## src/hw/rtl/itoa_pkg.sv

```systemverilog
`timescale 1ns / 1ps
// ----------------------------------------------------------------------------
// itoa_pkg
// Shared types and constants for the integer-to-text converter.
// ----------------------------------------------------------------------------
package itoa_pkg;

    localparam int RADIX_W = 6;
    localparam int CHAR_W  = 8;
    localparam int DIGIT_W = 6;

    localparam logic [RADIX_W-1:0] RADIX_RESET = 6'd10;
    localparam logic [RADIX_W-1:0] RADIX_MIN   = 6'd2;
    localparam logic [RADIX_W-1:0] RADIX_MAX   = 6'd36;

    localparam logic [CHAR_W-1:0] MINUS_CHAR = 8'h2D;
    localparam logic [CHAR_W-1:0] NUL_CHAR   = 8'h00;
    localparam logic [CHAR_W-1:0] ZERO_CHAR  = 8'h30;
    localparam logic [CHAR_W-1:0] ALPHA_BASE = 8'h57;   // 'a' - 10
    localparam logic [DIGIT_W-1:0] DEC_LIMIT = 6'd10;

    typedef struct packed {
        logic                empty;
        logic                neg;
        logic [RADIX_W-1:0]  radix;
    } cmd_flags_t;

    function automatic logic [CHAR_W-1:0] digit_char(input logic [DIGIT_W-1:0] d);
        logic [CHAR_W-1:0] ext;
        ext = {2'b00, d};
        if (d < DEC_LIMIT)
        begin
            return ZERO_CHAR + ext;
        end
        else
        begin
            return ALPHA_BASE + ext;
        end
    endfunction

endpackage

```

## src/hw/rtl/itoa_front.sv

```systemverilog
`timescale 1ns / 1ps
// ----------------------------------------------------------------------------
// itoa_front
// Holds the radix register, classifies each item and forms its magnitude.
// ----------------------------------------------------------------------------
module itoa_front #(
    parameter int VALUE_WIDTH = 32
) (
    input  logic                              clk,
    input  logic                              rst_n,
    input  logic                              in_valid,
    output logic                              in_ready,
    input  logic signed [VALUE_WIDTH-1:0]     value,
    input  logic                              cfg_valid,
    output logic                              cfg_ready,
    input  logic [itoa_pkg::RADIX_W-1:0]      radix,
    output logic                              cmd_valid,
    input  logic                              cmd_ready,
    output itoa_pkg::cmd_flags_t              cmd_flags,
    output logic [VALUE_WIDTH-1:0]            cmd_mag
);

    logic [itoa_pkg::RADIX_W-1:0] radix_reg;
    logic [VALUE_WIDTH-1:0]       value_u;
    logic                         neg;

    always_ff @(posedge clk or negedge rst_n)
    begin
        if (!rst_n)
        begin
            radix_reg <= itoa_pkg::RADIX_RESET;
        end
        else if (cfg_valid)
        begin
            radix_reg <= radix;
        end
    end

    assign cfg_ready = 1'b1;
    assign value_u   = value;
    assign neg       = value_u[VALUE_WIDTH-1];

    assign cmd_valid       = in_valid;
    assign in_ready        = cmd_ready;
    assign cmd_flags.empty = !(radix_reg inside {[itoa_pkg::RADIX_MIN:itoa_pkg::RADIX_MAX]});
    assign cmd_flags.neg   = neg;
    assign cmd_flags.radix = radix_reg;
    assign cmd_mag         = neg ? (~value_u + 1'b1) : value_u;

endmodule

```

## src/hw/rtl/itoa_queue.sv

```systemverilog
`timescale 1ns / 1ps
// ----------------------------------------------------------------------------
// itoa_queue
// Two-entry queue between the classifying front and the conversion back.
// ----------------------------------------------------------------------------
module itoa_queue #(
    parameter int WIDTH = 40
) (
    input  logic             clk,
    input  logic             rst_n,
    input  logic             push_valid,
    output logic             push_ready,
    input  logic [WIDTH-1:0] push_data,
    output logic             pop_valid,
    input  logic             pop_ready,
    output logic [WIDTH-1:0] pop_data
);

    logic [WIDTH-1:0] entry_reg [2];
    logic             wr_ptr_reg;
    logic             rd_ptr_reg;
    logic [1:0]       count_reg;
    logic             push;
    logic             pop;

    assign push_ready = (count_reg != 2'd2);
    assign pop_valid  = (count_reg != 2'd0);
    assign pop_data   = entry_reg[rd_ptr_reg];
    assign push       = push_valid && push_ready;
    assign pop        = pop_valid && pop_ready;

    always_ff @(posedge clk)
    begin
        if (push)
        begin
            entry_reg[wr_ptr_reg] <= push_data;
        end
    end

    always_ff @(posedge clk or negedge rst_n)
    begin
        if (!rst_n)
        begin
            wr_ptr_reg <= 1'b0;
            rd_ptr_reg <= 1'b0;
            count_reg  <= 2'd0;
        end
        else
        begin
            if (push)
            begin
                wr_ptr_reg <= !wr_ptr_reg;
            end
            if (pop)
            begin
                rd_ptr_reg <= !rd_ptr_reg;
            end
            case ({push, pop})
                2'b10:   count_reg <= count_reg + 2'd1;
                2'b01:   count_reg <= count_reg - 2'd1;
                default: count_reg <= count_reg;
            endcase
        end
    end

endmodule

```

## src/hw/rtl/itoa_back.sv

```systemverilog
`timescale 1ns / 1ps
// ----------------------------------------------------------------------------
// itoa_back
// Extracts digits by iterative division, four quotient bits per cycle,
// buffers them and emits the text most significant character first.
// ----------------------------------------------------------------------------
module itoa_back #(
    parameter int VALUE_WIDTH = 32
) (
    input  logic                           clk,
    input  logic                           rst_n,
    input  logic                           cmd_valid,
    output logic                           cmd_ready,
    input  itoa_pkg::cmd_flags_t           cmd_flags,
    input  logic [VALUE_WIDTH-1:0]         cmd_mag,
    output logic                           out_valid,
    input  logic                           out_ready,
    output logic [itoa_pkg::CHAR_W-1:0]    text_char,
    output logic                           last_char,
    output logic                           empty_result
);

    localparam int STEP_BITS = 4;
    localparam int DW        = ((VALUE_WIDTH + STEP_BITS - 1) / STEP_BITS) * STEP_BITS;
    localparam int STEPS     = DW / STEP_BITS;
    localparam int CW        = (STEPS > 1) ? $clog2(STEPS) : 1;
    localparam int AW        = $clog2(VALUE_WIDTH);
    localparam int RW        = itoa_pkg::DIGIT_W + 1;

    typedef enum logic [2:0] {
        ST_IDLE,
        ST_DIV,
        ST_EMPTY,
        ST_SIGN,
        ST_RD,
        ST_LOAD
    } state_t;

    state_t                         state_reg;
    itoa_pkg::cmd_flags_t           flags_reg;
    logic [DW-1:0]                  num_reg;
    logic [RW-1:0]                  rem_reg;
    logic [CW-1:0]                  cnt_reg;
    logic [AW-1:0]                  n_reg;
    logic [itoa_pkg::DIGIT_W-1:0]   rd_data_reg;
    logic [itoa_pkg::DIGIT_W-1:0]   mem [VALUE_WIDTH];
    logic                           out_valid_reg;
    logic [itoa_pkg::CHAR_W-1:0]    text_char_reg;
    logic                           last_char_reg;
    logic                           empty_reg;

    logic [DW-1:0]                  num_next;
    logic [RW-1:0]                  rem_next;
    logic                           div_last;
    logic                           out_free;

    always_comb
    begin
        rem_next = rem_reg;
        num_next = num_reg;
        for (int j = 0; j < STEP_BITS; j++)
        begin
            rem_next = {rem_next[RW-2:0], num_next[DW-1]};
            num_next = {num_next[DW-2:0], 1'b0};
            if (rem_next >= {1'b0, flags_reg.radix})
            begin
                rem_next    = rem_next - {1'b0, flags_reg.radix};
                num_next[0] = 1'b1;
            end
        end
    end

    assign div_last  = (cnt_reg == CW'(STEPS - 1));
    assign out_free  = !out_valid_reg || out_ready;
    assign cmd_ready = (state_reg == ST_IDLE);

    always_ff @(posedge clk)
    begin
        if (state_reg == ST_DIV && div_last)
        begin
            mem[n_reg] <= rem_next[itoa_pkg::DIGIT_W-1:0];
        end
        if (state_reg == ST_RD)
        begin
            rd_data_reg <= mem[n_reg];
        end
    end

    always_ff @(posedge clk or negedge rst_n)
    begin
        if (!rst_n)
        begin
            state_reg     <= ST_IDLE;
            flags_reg     <= '0;
            num_reg       <= '0;
            rem_reg       <= '0;
            cnt_reg       <= '0;
            n_reg         <= '0;
            out_valid_reg <= 1'b0;
            text_char_reg <= '0;
            last_char_reg <= 1'b0;
            empty_reg     <= 1'b0;
        end
        else
        begin
            if (out_ready)
            begin
                out_valid_reg <= 1'b0;
            end
            case (state_reg)
                ST_IDLE:
                begin
                    if (cmd_valid)
                    begin
                        flags_reg <= cmd_flags;
                        num_reg   <= DW'(cmd_mag);
                        rem_reg   <= '0;
                        cnt_reg   <= '0;
                        n_reg     <= '0;
                        state_reg <= cmd_flags.empty ? ST_EMPTY : ST_DIV;
                    end
                end
                ST_DIV:
                begin
                    num_reg <= num_next;
                    if (div_last)
                    begin
                        rem_reg <= '0;
                        cnt_reg <= '0;
                        if (num_next == '0 || n_reg == AW'(VALUE_WIDTH - 1))
                        begin
                            state_reg <= flags_reg.neg ? ST_SIGN : ST_RD;
                        end
                        else
                        begin
                            n_reg <= n_reg + 1'b1;
                        end
                    end
                    else
                    begin
                        rem_reg <= rem_next;
                        cnt_reg <= cnt_reg + 1'b1;
                    end
                end
                ST_EMPTY:
                begin
                    if (out_free)
                    begin
                        out_valid_reg <= 1'b1;
                        text_char_reg <= itoa_pkg::NUL_CHAR;
                        last_char_reg <= 1'b1;
                        empty_reg     <= 1'b1;
                        state_reg     <= ST_IDLE;
                    end
                end
                ST_SIGN:
                begin
                    if (out_free)
                    begin
                        out_valid_reg <= 1'b1;
                        text_char_reg <= itoa_pkg::MINUS_CHAR;
                        last_char_reg <= 1'b0;
                        empty_reg     <= 1'b0;
                        state_reg     <= ST_RD;
                    end
                end
                ST_RD:
                begin
                    state_reg <= ST_LOAD;
                end
                ST_LOAD:
                begin
                    if (out_free)
                    begin
                        out_valid_reg <= 1'b1;
                        text_char_reg <= itoa_pkg::digit_char(rd_data_reg);
                        last_char_reg <= (n_reg == '0);
                        empty_reg     <= 1'b0;
                        if (n_reg == '0)
                        begin
                            state_reg <= ST_IDLE;
                        end
                        else
                        begin
                            n_reg     <= n_reg - 1'b1;
                            state_reg <= ST_RD;
                        end
                    end
                end
                default:
                begin
                    state_reg <= ST_IDLE;
                end
            endcase
        end
    end

    assign out_valid    = out_valid_reg;
    assign text_char    = text_char_reg;
    assign last_char    = last_char_reg;
    assign empty_result = empty_reg;

endmodule

```

## src/hw/rtl/int_to_ascii_radix.sv

```systemverilog
`timescale 1ns / 1ps
// ----------------------------------------------------------------------------
// int_to_ascii_radix
// Signed integer to ASCII text in a radix from 2 to 36, one character per
// output item, most significant first.
//
//   channel | handshake             | payload
//   --------+-----------------------+---------------------------------------
//   in      | in_valid / in_ready   | value
//   cfg     | cfg_valid / cfg_ready | radix
//   out     | out_valid / out_ready | text_char, last_char, empty_result
//
// Each digit passes through the divider at four quotient bits per cycle;
// on the emit side each digit is read from the digit buffer and then
// loaded into the output register, with the sign first for a negative value.
// The two-entry queue lets the next item be taken while one converts.
// Reset restores radix 10 and empties the queue and output register.
// A stalled output holds its character and halts the back end at its next emit.
// ----------------------------------------------------------------------------
module int_to_ascii_radix #(
    parameter int VALUE_WIDTH = 32
) (
    input  logic                           clk,
    input  logic                           rst_n,
    input  logic                           in_valid,
    output logic                           in_ready,
    input  logic signed [VALUE_WIDTH-1:0]  value,
    input  logic                           cfg_valid,
    output logic                           cfg_ready,
    input  logic [itoa_pkg::RADIX_W-1:0]   radix,
    output logic                           out_valid,
    input  logic                           out_ready,
    output logic [itoa_pkg::CHAR_W-1:0]    text_char,
    output logic                           last_char,
    output logic                           empty_result
);

    localparam int FW = $bits(itoa_pkg::cmd_flags_t);
    localparam int QW = FW + VALUE_WIDTH;

    logic                       f_valid;
    logic                       f_ready;
    itoa_pkg::cmd_flags_t       f_flags;
    logic [VALUE_WIDTH-1:0]     f_mag;
    logic                       q_valid;
    logic                       q_ready;
    logic [QW-1:0]              q_data;
    itoa_pkg::cmd_flags_t       q_flags;
    logic [VALUE_WIDTH-1:0]     q_mag;

    itoa_front #(
        .VALUE_WIDTH (VALUE_WIDTH)
    ) u_front (
        .clk       (clk),
        .rst_n     (rst_n),
        .in_valid  (in_valid),
        .in_ready  (in_ready),
        .value     (value),
        .cfg_valid (cfg_valid),
        .cfg_ready (cfg_ready),
        .radix     (radix),
        .cmd_valid (f_valid),
        .cmd_ready (f_ready),
        .cmd_flags (f_flags),
        .cmd_mag   (f_mag)
    );

    itoa_queue #(
        .WIDTH (QW)
    ) u_queue (
        .clk        (clk),
        .rst_n      (rst_n),
        .push_valid (f_valid),
        .push_ready (f_ready),
        .push_data  ({f_flags, f_mag}),
        .pop_valid  (q_valid),
        .pop_ready  (q_ready),
        .pop_data   (q_data)
    );

    assign q_flags = q_data[QW-1:VALUE_WIDTH];
    assign q_mag   = q_data[VALUE_WIDTH-1:0];

    itoa_back #(
        .VALUE_WIDTH (VALUE_WIDTH)
    ) u_back (
        .clk          (clk),
        .rst_n        (rst_n),
        .cmd_valid    (q_valid),
        .cmd_ready    (q_ready),
        .cmd_flags    (q_flags),
        .cmd_mag      (q_mag),
        .out_valid    (out_valid),
        .out_ready    (out_ready),
        .text_char    (text_char),
        .last_char    (last_char),
        .empty_result (empty_result)
    );

endmodule

```

## config.mk

```make
export PLATFORM = sky130hd
export DESIGN_NAME = int_to_ascii_radix
export DESIGN_NICKNAME = d
export VERILOG_FILES = /design/src/hw/rtl/itoa_pkg.sv /design/src/hw/rtl/itoa_front.sv /design/src/hw/rtl/itoa_queue.sv /design/src/hw/rtl/itoa_back.sv /design/src/hw/rtl/int_to_ascii_radix.sv
export SDC_FILE = /design/constraint.sdc
export NUM_CORES = 1
export LEC_CHECK = 0
export BUFFER_PORTS_ARGS = -buffer_cell sky130_fd_sc_hd__buf_2
export CORE_ASPECT_RATIO = 1.75
export CORE_MARGIN = 5
export CORE_UTILIZATION = 35
export DETAILED_ROUTE_END_ITERATION = 8
export PLACE_DENSITY = 0.54
export REMOVE_ABC_BUFFERS = 1
export SLEW_MARGIN = 10
export SYNTH_ARGS = -nofsm -noshare
export SYNTH_HDL_FRONTEND = slang
export SYNTH_HIERARCHICAL = 1
export SYNTH_SLANG_ARGS = --single-unit
```

## constraint.sdc

```tcl
create_clock -name clk -period 13.3 [get_ports clk]
set_input_delay 2.66 -clock clk [delete_from_list [all_inputs] [get_ports clk]]
set_output_delay 2.66 -clock clk [all_outputs]
set_load 0.05 [all_outputs]
```

### Yosys cells after proc, flatten, opt, wreduce, memory -nomap -nowiden

Memory sizes are Yosys's and may differ from the RTL's. A register that Yosys moved wholly into a read port is not among the register bits.
Index checks and enable logic that the tools add are counted.

| word-level totals | value |
|---|---|
| register bits after elaboration | 77 |
| RAM bits | 272 |
| bits of input ports | 43 |
| logic and storage cells | 134 |
| memories | 2 |

| cells by class | value |
|---|---|
| add/subtract/negate cells | 12 |
| order comparisons | 7 |
| equality and inequality tests | 19 |
| multiplexer cells | 51 |
| bitwise operators | 1 |
| reduce and logical (&&, ||, !) cells | 27 |

Memories:

| memory | depth | bits a word | read ports | clocked after Yosys merged registers in | wr ports | line | RTL |
|---|---|---|---|---|---|---|---|
| u_back.mem | 32 | 6 | 1 | 1 | 1 | itoa_back.sv:46 | `logic [itoa_pkg::DIGIT_W-1:0] mem [VALUE_WIDTH];` |
| u_queue.entry_reg | 2 | 40 | 1 | 0 | 1 | itoa_queue.sv:19 | `logic [WIDTH-1:0] entry_reg [2];` |

Operator list:

| operator | count |
|---|---|
| 32-bit two-way mux | 2 |
| 32-bit case mux with 2 select lines | 1 |
| 6-bit two-way mux | 6 |
| 32-bit by 1-bit adder with 32-bit output (second input constant) | 1 |
| 32-bit zero test | 1 |
| 8-bit two-way mux | 4 |
| 32-bit NOT | 1 |
| 3-bit two-way mux | 10 |
| 7-bit by 6-bit greater-or-equal comparator with 1-bit output | 4 |
| 5-bit two-way mux | 5 |
| 8-bit case mux with 3 select lines | 1 |
| 6-bit subtractor | 4 |
| 3-bit case mux with 6 select lines | 1 |
| 5-bit case mux with 3 select lines | 1 |
| 1-bit two-way mux | 14 |
| 2-bit by 1-bit inequality test with 1-bit output (second input constant) | 6 |
| 6-bit case mux with 2 select lines | 1 |
| 6-bit AND reduction | 2 |
| 3-bit equality test (second input constant) | 3 |
| 7-bit by 6-bit adder with 8-bit output (first input constant) | 1 |
| 2-bit inequality test (second input constant) | 4 |
| 2-bit nonzero test | 4 |
| 6-bit by 6-bit adder with 7-bit output (first input constant) | 1 |
| 3-bit by 2-bit equality test with 1-bit output (second input constant) | 2 |
| 28 further kinds | 37 |

### Logic depth before layout (Yosys ltp)

Gate-level depths: netlist (run 1).

| depth | value |
|---|---|
| word-level depth | 13 |
| depth in mapped cells | 31 |

### By module

Netlist (run 1), hierarchy kept.

By module, submodules not included:

| module | times used | cells each | area each (µm²) | seq. area each (µm²) |
|---|---|---|---|---|
| itoa_back | 1 | 900 | 12416.9 | 7622.3 |
| itoa_queue | 1 | 142 | 3109.2 | 2502.4 |
| itoa_front | 1 | 124 | 1023.5 | 152.6 |

### Worst setup path after synthesis (run 1)

Ideal clock, no wire load.

| path | value |
|---|---|
| kind | reg2reg |
| from | register u_back/flags_reg[1] (netlist bit) |
| to | memory u_back/mem[0][2] (netlist bit) (data pin) |
| setup time | 0.377 ns |
| arrival | 7.427 ns |
| slack | 5.496 ns |
| stages on the path, launching flop included | 26 |
| buffers on the path | 0 |
| period minus slack after synthesis | 7.804 ns |
| cells stage by stage | dfrtp_1 inv_1 ha_1 nor2b_4 a2111oi_4 o21ai_1 mux2_2 ha_1 and3_1 a311oi_2 o211a_2 mux2_2 inv_1 ha_1 nor2b_1 o31a_1 o31ai_1 o311a_1 o211ai_4 mux2_2 ha_1 and3_1 a311o_1 o22ai_2 nand2_2 a21oi_1 |

| between the ends | value |
|---|---|
| longest elaborated chain between the ends | 8 |
| elaborated cells on any way between the ends | 12 |
| classes of those cells | add/sub: 4; order compare: 4; mux: 4 |

Ends and longest elaborated chain:

| item | line | RTL |
|---|---|---|
| from (decl) | itoa_back.sv:40 | `itoa_pkg::cmd_flags_t flags_reg;` |
| from (signal assigned) | itoa_back.sv:115 | `flags_reg <= cmd_flags;` |
| 6-bit subtractor / 7-bit by 6-bit greater-or-equal comparator with 1-bit output (equally long branches) | itoa_back.sv:67, itoa_back.sv:65 |  |
| 6-bit two-way mux | itoa_back.sv:65 | `if (rem_next >= {1'b0, flags_reg.radix})` |
| 6-bit subtractor / 7-bit by 6-bit greater-or-equal comparator with 1-bit output (equally long branches) | itoa_back.sv:67, itoa_back.sv:65 |  |
| 6-bit two-way mux | itoa_back.sv:65 |  |
| 7-bit by 6-bit greater-or-equal comparator with 1-bit output / 6-bit subtractor (equally long branches) | itoa_back.sv:65, itoa_back.sv:67 |  |
| 6-bit two-way mux | itoa_back.sv:65 |  |
| 6-bit subtractor / 7-bit by 6-bit greater-or-equal comparator with 1-bit output (equally long branches) | itoa_back.sv:67, itoa_back.sv:65 |  |
| 6-bit two-way mux * | itoa_back.sv:65 |  |
| named net u_back.rem_next[2] | itoa_back.sv:53 | `logic [RW-1:0] rem_next;` |
| to (decl) | itoa_back.sv:46 |  |

The timed path passes the listed nets; every way through them passes the cells marked *.

### Worst setup path after layout (run 1)

| path | value |
|---|---|
| from | register u_back/flags_reg[1] (netlist bit) |
| to | memory u_back/mem[30][3] (netlist bit) (data pin) |

Same word-level chain as after synthesis.

==> flow_metrics.py, run 1 <==
metrics = {
    "logic_synthesis": {
        "post_synth.cell_area_avg_um2": 14.2,
        "async_reset_ff_frac": 0.217,
        "ys_seq_area_frac": 0.621,
        "yosys.area.top_type": "edfxtp_1",
        "synth.ff_latch_count": 355,
        "yosysMostFrequentCell": "edfxtp_1",
        "synthCells": 1166,
        "synth_top_area_frac": 0.504,
        "synth_flop_cell": "edfxtp_1",
        "ys_warn_count": 6,
        "synth.cell_area_mm2": 0.0165,
        "yosys-top-cells-count": "edfxtp_1, nor2_1, dfrtp_1",
        "synthTopCellsByArea": "edfxtp_1, dfrtp_1, mux4_2",
        "synth_edf_count": 278,
        "yosysUniqueCellTypes": 82,
    },
    "sta": {
        "hold_violations": 0,
        "maxSlewViolCount": 0,
        "finalClockSkew_ps": 25.5,
        "min_period_over_period": 0.634,
        "rsz0062_at_grt": "no",
        "max_freq_mhz": 119,
        "setup_violations": 0,
        "setup_tns_ps": 0,
        "layout_setup_ws_ps": 4870,
        "relSlewSlack": 0.321,
        "timing.hold.ws_ps": 492,
        "tightest_slew_ps": 1020,
        "period_minus_slack_ps": 8430,
    },
    "clock_network": {
        "cts_tree": "done",
        "cts_sinks": 355,
        "numCtsBuffers": 34,
        "clock_latency_ps": 530,
        "cts_buffer_depth": 3,
        "cts_setup_buffers": 0,
        "cts_resized": 0,
        "cts.root.buffer_cell": "clkbuf_16",
        "clk_pin_slew_ps": 70,
        "cts_hold_buffers": 0,
        "htreeDepth": 2,
    },
    "worst_setup_path": {
        "path_buf_inv": 2,
        "critical_path.max_stage_delay_ps": 700,
        "critPathLaunch": "u_back/flags_reg[1]$_DFFE_PN0P_",
        "path_class": "reg2reg",
        "cp_max_fo": 32,
        "path_delay_family": "compound AO/OA/AOI/OAI gates",
        "path_common_cell": "ha_1",
        "cpMaxStageDelayCell": "a21oi_4",
        "crit_arrival_ps": 8630,
        "crit_path_start_kind": "register",
        "regToRegStartpoint": "u_back/flags_reg[1]$_DFFE_PN0P_",
        "required_ps": 13500,
        "end_kind": "register",
    },
    "routing": {
        "drc_errors": 0,
        "ant_nets": 0,
        "viasPerCell": 5.32,
        "via_count": 9725,
        "wl_per_cell_um": 21.5,
        "drt-initial-drc-count": 553,
        "drt-total-wl_mm": 39.4,
        "firstDrtPassIters": 5,
    },
    "min_path": {
        "hp-class": "reg2reg",
        "holdCritStartpoint": "u_back/text_char[7]$_DFFE_PN0P_",
    },
    "final_layout": {
        "fillers": 4320,
        "final_area_mm2": 0.0185,
        "largest_reg_flops": 192,
        "n_antenna_cell": 0,
        "nets": 1300,
        "layout-drive-gt1-share": 0.206,
        "area_growth_pct": 12.0,
    },
    "grt": {
        "grt_max_degree": 62,
        "grt_use_total": 0.150,
        "antenna_found_initial": 0,
        "grt_pass1_wl_mm": 61.1,
        "grt_pass1_vias": 10400,
        "overflow": 0,
    },
    "place": {
        "place_congestion": 0.914,
        "placed_area_mm2": 0.0174,
        "port_buffers": 54,
        "hpwl_mm": 27.9,
        "pre_cts_ws_ps": 4330,
    },
    "floorplan": {
        "boundaryPins": 56,
        "coreArea_mm2": 0.0469,
        "die_w_um": 174,
        "initial_core_util": 0.353,
        "dieArea_mm2": 0.0519,
        "row_count": 105,
        "dieHeight_um": 298,
    },
    "outcome": {
        "status": "complete, no violations",
    },
    "flow_run": {
        "cap_violations": 0,
    },
}
-- cell families (layout without fill, tap and decap cells) --
family / count (synthesis) / after routing / synth area share
flip-flops: 355 / 355 / 0.621
AND/OR/NAND/NOR: 285 / 285 / 0.0841
AO/OA/AOI/OAI: 215 / 215 / 0.0943
multiplexers: 115 / 115 / 0.113
buffers and inverters: 102 / 176 / 0.0271
XOR/XNOR: 53 / 53 / 0.0280
adder cells (fa/ha/maj): 40 / 40 / 0.0325
other: 1 / 1 / 0.000227
-- routing by layer --
metal | GRT usage | vias to the layer above | wire, um
li1 | - | 4574 | -
met1 | 0.156 | 4882 | 13800
met2 | 0.301 | 203 | 23100
met3 | 0.0180 | 66 | 1190
met4 | 0.0559 | 0 | 1350
met5 | 0 | - | 0
-- through the flow --
stage,util,instances
final,0.395,1828
after global placement,0.372,1768
after floorplan,-,1113
after detailed placement,0.372,1768
after CTS,0.395,1827
after global routing,0.395,1828
-- path summary, 6_finish.rpt --
kind	to	slack, ps	cells past startpoint
max	u_back/mem[30][3]$_DFFE_PP_	4870	26
min	u_back/text_char[7]$_DFFE_PN0P_	490	1
max reg2reg	u_back/mem[30][3]$_DFFE_PP_	4870	26
min reg2reg	u_back/text_char[7]$_DFFE_PN0P_	490	1
max in group asynchronous	u_back/n_reg[1]$_DFFE_PN0P_	10030	2
min in group asynchronous	u_back/num_reg[19]$_DFFE_PN0P_	2020	1
-- final cells by class --
type	instances	area (um2)	share of cell area
multi-input combinational	709	5860	0.316
clock buffer	42	891	0.0481
sequential	355	10300	0.555
tap	588	736	0.0397
timing repair buffer	68	385	0.0208
clock inverter	17	195	0.0105
inverter	49	185	0.00999
-- layout by cell type (no fill, tap or decap), types with 5 or more instances in the layout --
cell type  Yosys  final
nand2_1       46     46
and3_1         6      5
nand4_1       14     14
clkbuf_16      0     34
o22ai_1       41     41
xnor2_1       42     42
mux2_4         9      9
a22o_1         6      6
mux2i_1        5      5
dfrtp_1       75     72
nand3b_1       8      8
xor2_1        11     11
mux2_2        52     52
a21oi_1       42     39
clkinv_1       0      7
a22oi_1        9      9
nand3_1       21     21
ha_1          35     35
edfxtp_1     278    278
inv_1         48     48
o31ai_1       11     11
o21ai_0       34     34
o211ai_1       5      5
clkbuf_1      30      7
a221oi_1       6      6
nand2b_1      11     11
o41ai_1        5      5
nor4_1        11     11
nor3_1        16     15
buf_4          5     14
mux4_2        48     48
fa_1           5      5
buf_2          1     53
a21o_1        10     10
nor2b_1       12     12
or3_1          9      9
nor2_1       113    112
Power of run 1 is not shown: default switching activity piles up to over one toggle a cycle in this logic, so the estimate is an artifact.
==> run 2: changes to the inputs <==
--- a/config.mk
+++ b/config.mk
@@ -5,12 +5,13 @@
 export SDC_FILE = /design/constraint.sdc
 export NUM_CORES = 1
 export LEC_CHECK = 0
+export ABC_AREA = 1
 export BUFFER_PORTS_ARGS = -buffer_cell sky130_fd_sc_hd__buf_2
 export CORE_ASPECT_RATIO = 1.75
 export CORE_MARGIN = 5
 export CORE_UTILIZATION = 35
 export DETAILED_ROUTE_END_ITERATION = 8
-export PLACE_DENSITY = 0.54
+export PLACE_DENSITY = 0.56
 export REMOVE_ABC_BUFFERS = 1
 export SLEW_MARGIN = 10
 export SYNTH_ARGS = -nofsm -noshare
==> constraint.sdc (replaced) <==
create_clock -name clk -period 6.75 [get_ports clk]
set_input_delay 1.35 -clock clk [delete_from_list [all_inputs] [get_ports clk]]
set_output_delay 1.35 -clock clk [all_outputs]
set_load 0.05 [all_outputs]
==> run 2 against run 1 <==
Area after synthesis unchanged. Global-route usage up 0.31 points. First-iteration DRC count up 14%. Clock-buffer cell count up 3. Maximum frequency up 35%. Via count up 16%. Register-to-register slack worse by 4300 ps. Setup slack worse by 4300 ps. Routed wire length up 4.2%. Final area up 1.4%. Sequential share of layout area down 0.80 points. Worst hold slack worse by 5.0 ps. Critical path type unchanged. Highest routed layer unchanged.
==> flow_metrics.py, run 2 <==
metrics = {
    "floorplan": {
        "coreArea_mm2": 0.0469,
        "die_w_um": 174,
        "row_count": 105,
        "initial_core_util": 0.353,
        "dieHeight_um": 298,
        "dieArea_mm2": 0.0519,
        "boundaryPins": 56,
    },
    "worst_setup_path": {
        "ff2ff_path_depth": 42,
        "r2r_end": "u_back/mem[24][1]$_DFFE_PP_",
        "crit_arrival_ps": 6500,
        "required_ps": 7020,
        "path_depth": 42,
        "cpMaxStageDelayCell": "dfrtp_1",
        "path_delay_family": "simple AND/OR/NAND/NOR gates",
        "critical_path.max_stage_delay_ps": 420,
        "crit_end": "u_back/mem[24][1]$_DFFE_PP_",
        "path_class": "reg2reg",
        "regToRegStartpoint": "u_back/rem_reg[0]$_DFFE_PN0P_",
        "cp_max_fo": 11,
        "path_buf_inv": 9,
        "crit_path_start_kind": "register",
        "critPathLaunch": "u_back/rem_reg[0]$_DFFE_PN0P_",
        "end_kind": "register",
        "reg2reg_slack_ps": 530,
        "path_common_cell": "nand2_1",
    },
    "grt": {
        "grt_use_total": 0.153,
        "grt_pass1_vias": 11400,
        "grt_max_degree": 63,
        "grt_pass1_wl_mm": 63.0,
        "overflow": 0,
        "antenna_found_initial": 0,
    },
    "routing": {
        "drc_errors": 0,
        "via_count": 11200,
        "viasPerCell": 5.08,
        "drt-total-wl_mm": 41.0,
        "wl_per_cell_um": 18.5,
        "drt-initial-drc-count": 633,
        "ant_nets": 0,
        "firstDrtPassIters": 5,
    },
    "final_layout": {
        "nets": 1684,
        "regArea_mm2": 0.0103,
        "utilization": 0.401,
        "fillers": 4507,
        "final_area_mm2": 0.0188,
        "n_antenna_cell": 0,
        "area_growth_pct": 13.6,
        "multi_input_area_mm2": 0.00555,
        "largest_reg_flops": 192,
        "final_cell_mix": "nand2_1, edfxtp_1, nor2_1, inv_1, a22oi_1",
        "final_common_cell": "nand2_1",
        "layout-drive-gt1-share": 0.142,
    },
    "clock_network": {
        "cts_sinks": 355,
        "cts_hold_buffers": 0,
        "numCtsBuffers": 34,
        "clock_latency_ps": 530,
        "clk_pin_slew_ps": 60,
        "cts.root.buffer_cell": "clkbuf_16",
        "cts_tree": "done",
        "htreeDepth": 2,
        "cts_buffer_depth": 3,
    },
    "logic_synthesis": {
        "synth.ff_latch_count": 355,
        "yosysMostFrequentCell": "nand2_1",
        "yosys-top-cells-count": "nand2_1, edfxtp_1, nor2_1",
        "synth.cell_area_mm2": 0.0165,
        "yosysUniqueCellTypes": 52,
        "async_reset_ff_frac": 0.217,
        "synthTopCellsByArea": "edfxtp_1, dfrtp_1, nand2_1",
        "ys_warn_count": 6,
        "synthCells": 1533,
        "synth_flop_cell": "edfxtp_1",
        "synth_edf_count": 278,
        "yosys.area.top_type": "edfxtp_1",
        "synth_top_area_frac": 0.504,
        "post_synth.cell_area_avg_um2": 10.8,
        "ys_seq_area_frac": 0.621,
    },
    "place": {
        "placed_area_mm2": 0.0175,
        "hpwl_mm": 28.2,
        "port_buffers": 54,
        "place_congestion": 0.866,
    },
    "sta": {
        "max_freq_mhz": 161,
        "tightest_slew_ps": 848,
        "relSlewSlack": 0.435,
        "setup_tns_ps": 0,
        "hold_violations": 0,
        "rsz0062_at_grt": "no",
        "setup_violations": 0,
        "min_period_over_period": 0.922,
        "period_minus_slack_ps": 6220,
        "finalClockSkew_ps": 23.8,
        "maxSlewViolCount": 0,
    },
    "flow_run": {
        "cap_violations": 0,
    },
    "outcome": {
        "status": "complete, no violations",
    },
    "min_path": {
        "hp-class": "reg2reg",
    },
}
-- run 2: cell types whose count changed after synthesis, sizes merged, moves of 21 or more --
cell / delta
nor2: +49
nand3: +21
mux4: -48
mux2: -57
a21oi: +38
nand2: +334
a22oi: +87
xnor2: -24
inv: +74
-- run 2: logic make-up after synthesis --
logic type | synth area share
AOI/OAI and AO/OA | 0.109
xor gates and xnor gates | 0.0175
adders and majority gates | 0.0325
buffers and inverters | 0.0494
DFF | 0.621
muxes | 0.00272
other | 0.000227
and+or+nand+nor | 0.168
-- run 2: cell type report --
cell class,instances,share of cell area
Multi-Input combinational cell,997,0.295
Clock inverter,16,0.00919
Timing Repair Buffer,83,0.0324
Tap cell,588,0.0391
Clock buffer,45,0.0497
Inverter,130,0.0272
Sequential cell,355,0.547
-- run 2: how the worst min path moves through the flow --
| stage | to | start | cells past startpoint | slack, ps |
|---|---|---|---|---|
| after floorplan | u_queue/entry_reg[0][32]$_DFFE_PP_ | u_front/radix_reg[0]$_DFFE_PN0P_ | 0 | 450 |
| after global placement | u_back/last_char$_DFFE_PN0P_ | u_back/last_char$_DFFE_PN0P_ | 2 | 470 |
| after detailed placement | u_back/last_char$_DFFE_PN0P_ | u_back/last_char$_DFFE_PN0P_ | 2 | 470 |
| after CTS | u_back/last_char$_DFFE_PN0P_ | u_back/last_char$_DFFE_PN0P_ | 2 | 490 |
| after global routing | u_back/text_char[6]$_DFFE_PN0P_ | u_back/text_char[6]$_DFFE_PN0P_ | 1 | 500 |
| final | u_back/last_char$_DFFE_PN0P_ | u_back/last_char$_DFFE_PN0P_ | 2 | 490 |
-- run 2: through the flow --
step / hold slack, ps / instances / worst slack, ps
after CTS: 490 / 2207 / 413
after global placement: 468 / 2146 / 594
after global routing: 504 / 2214 / 1.12
after floorplan: 455 / 1481 / 786
final: 487 / 2214 / 526
after detailed placement: 473 / 2146 / 453
-- run 2: worst register-to-register path, delay by kind of cell (launching register included) --
family	cells	cell delay, ps
flip-flops	1	420
buffers and inverters	9	1010
AO/OA/AOI/OAI	6	960
adder cells (fa/ha/maj)	4	1380
AND/OR/NAND/NOR	23	2200
-- run 2: per-layer routing --
layer / global-route usage / vias up / share of wire
met2: 0.293 / 217 / 0.55
met3: 0.0166 / 95 / 0.027
met4: 0.0862 / 0 / 0.057
met5: 0 / - / 0
li1: - / 5483 / -
met1: 0.161 / 5442 / 0.36
-- run 2: repair_timing --
action,4_1_cts,5_1_grt
endpoints found under the setup margin,0,202
buffers inserted,0,3
endpoints found under the hold margin,0,0
gates resized for setup,0,13
Power of run 2 is left out for the same reason.
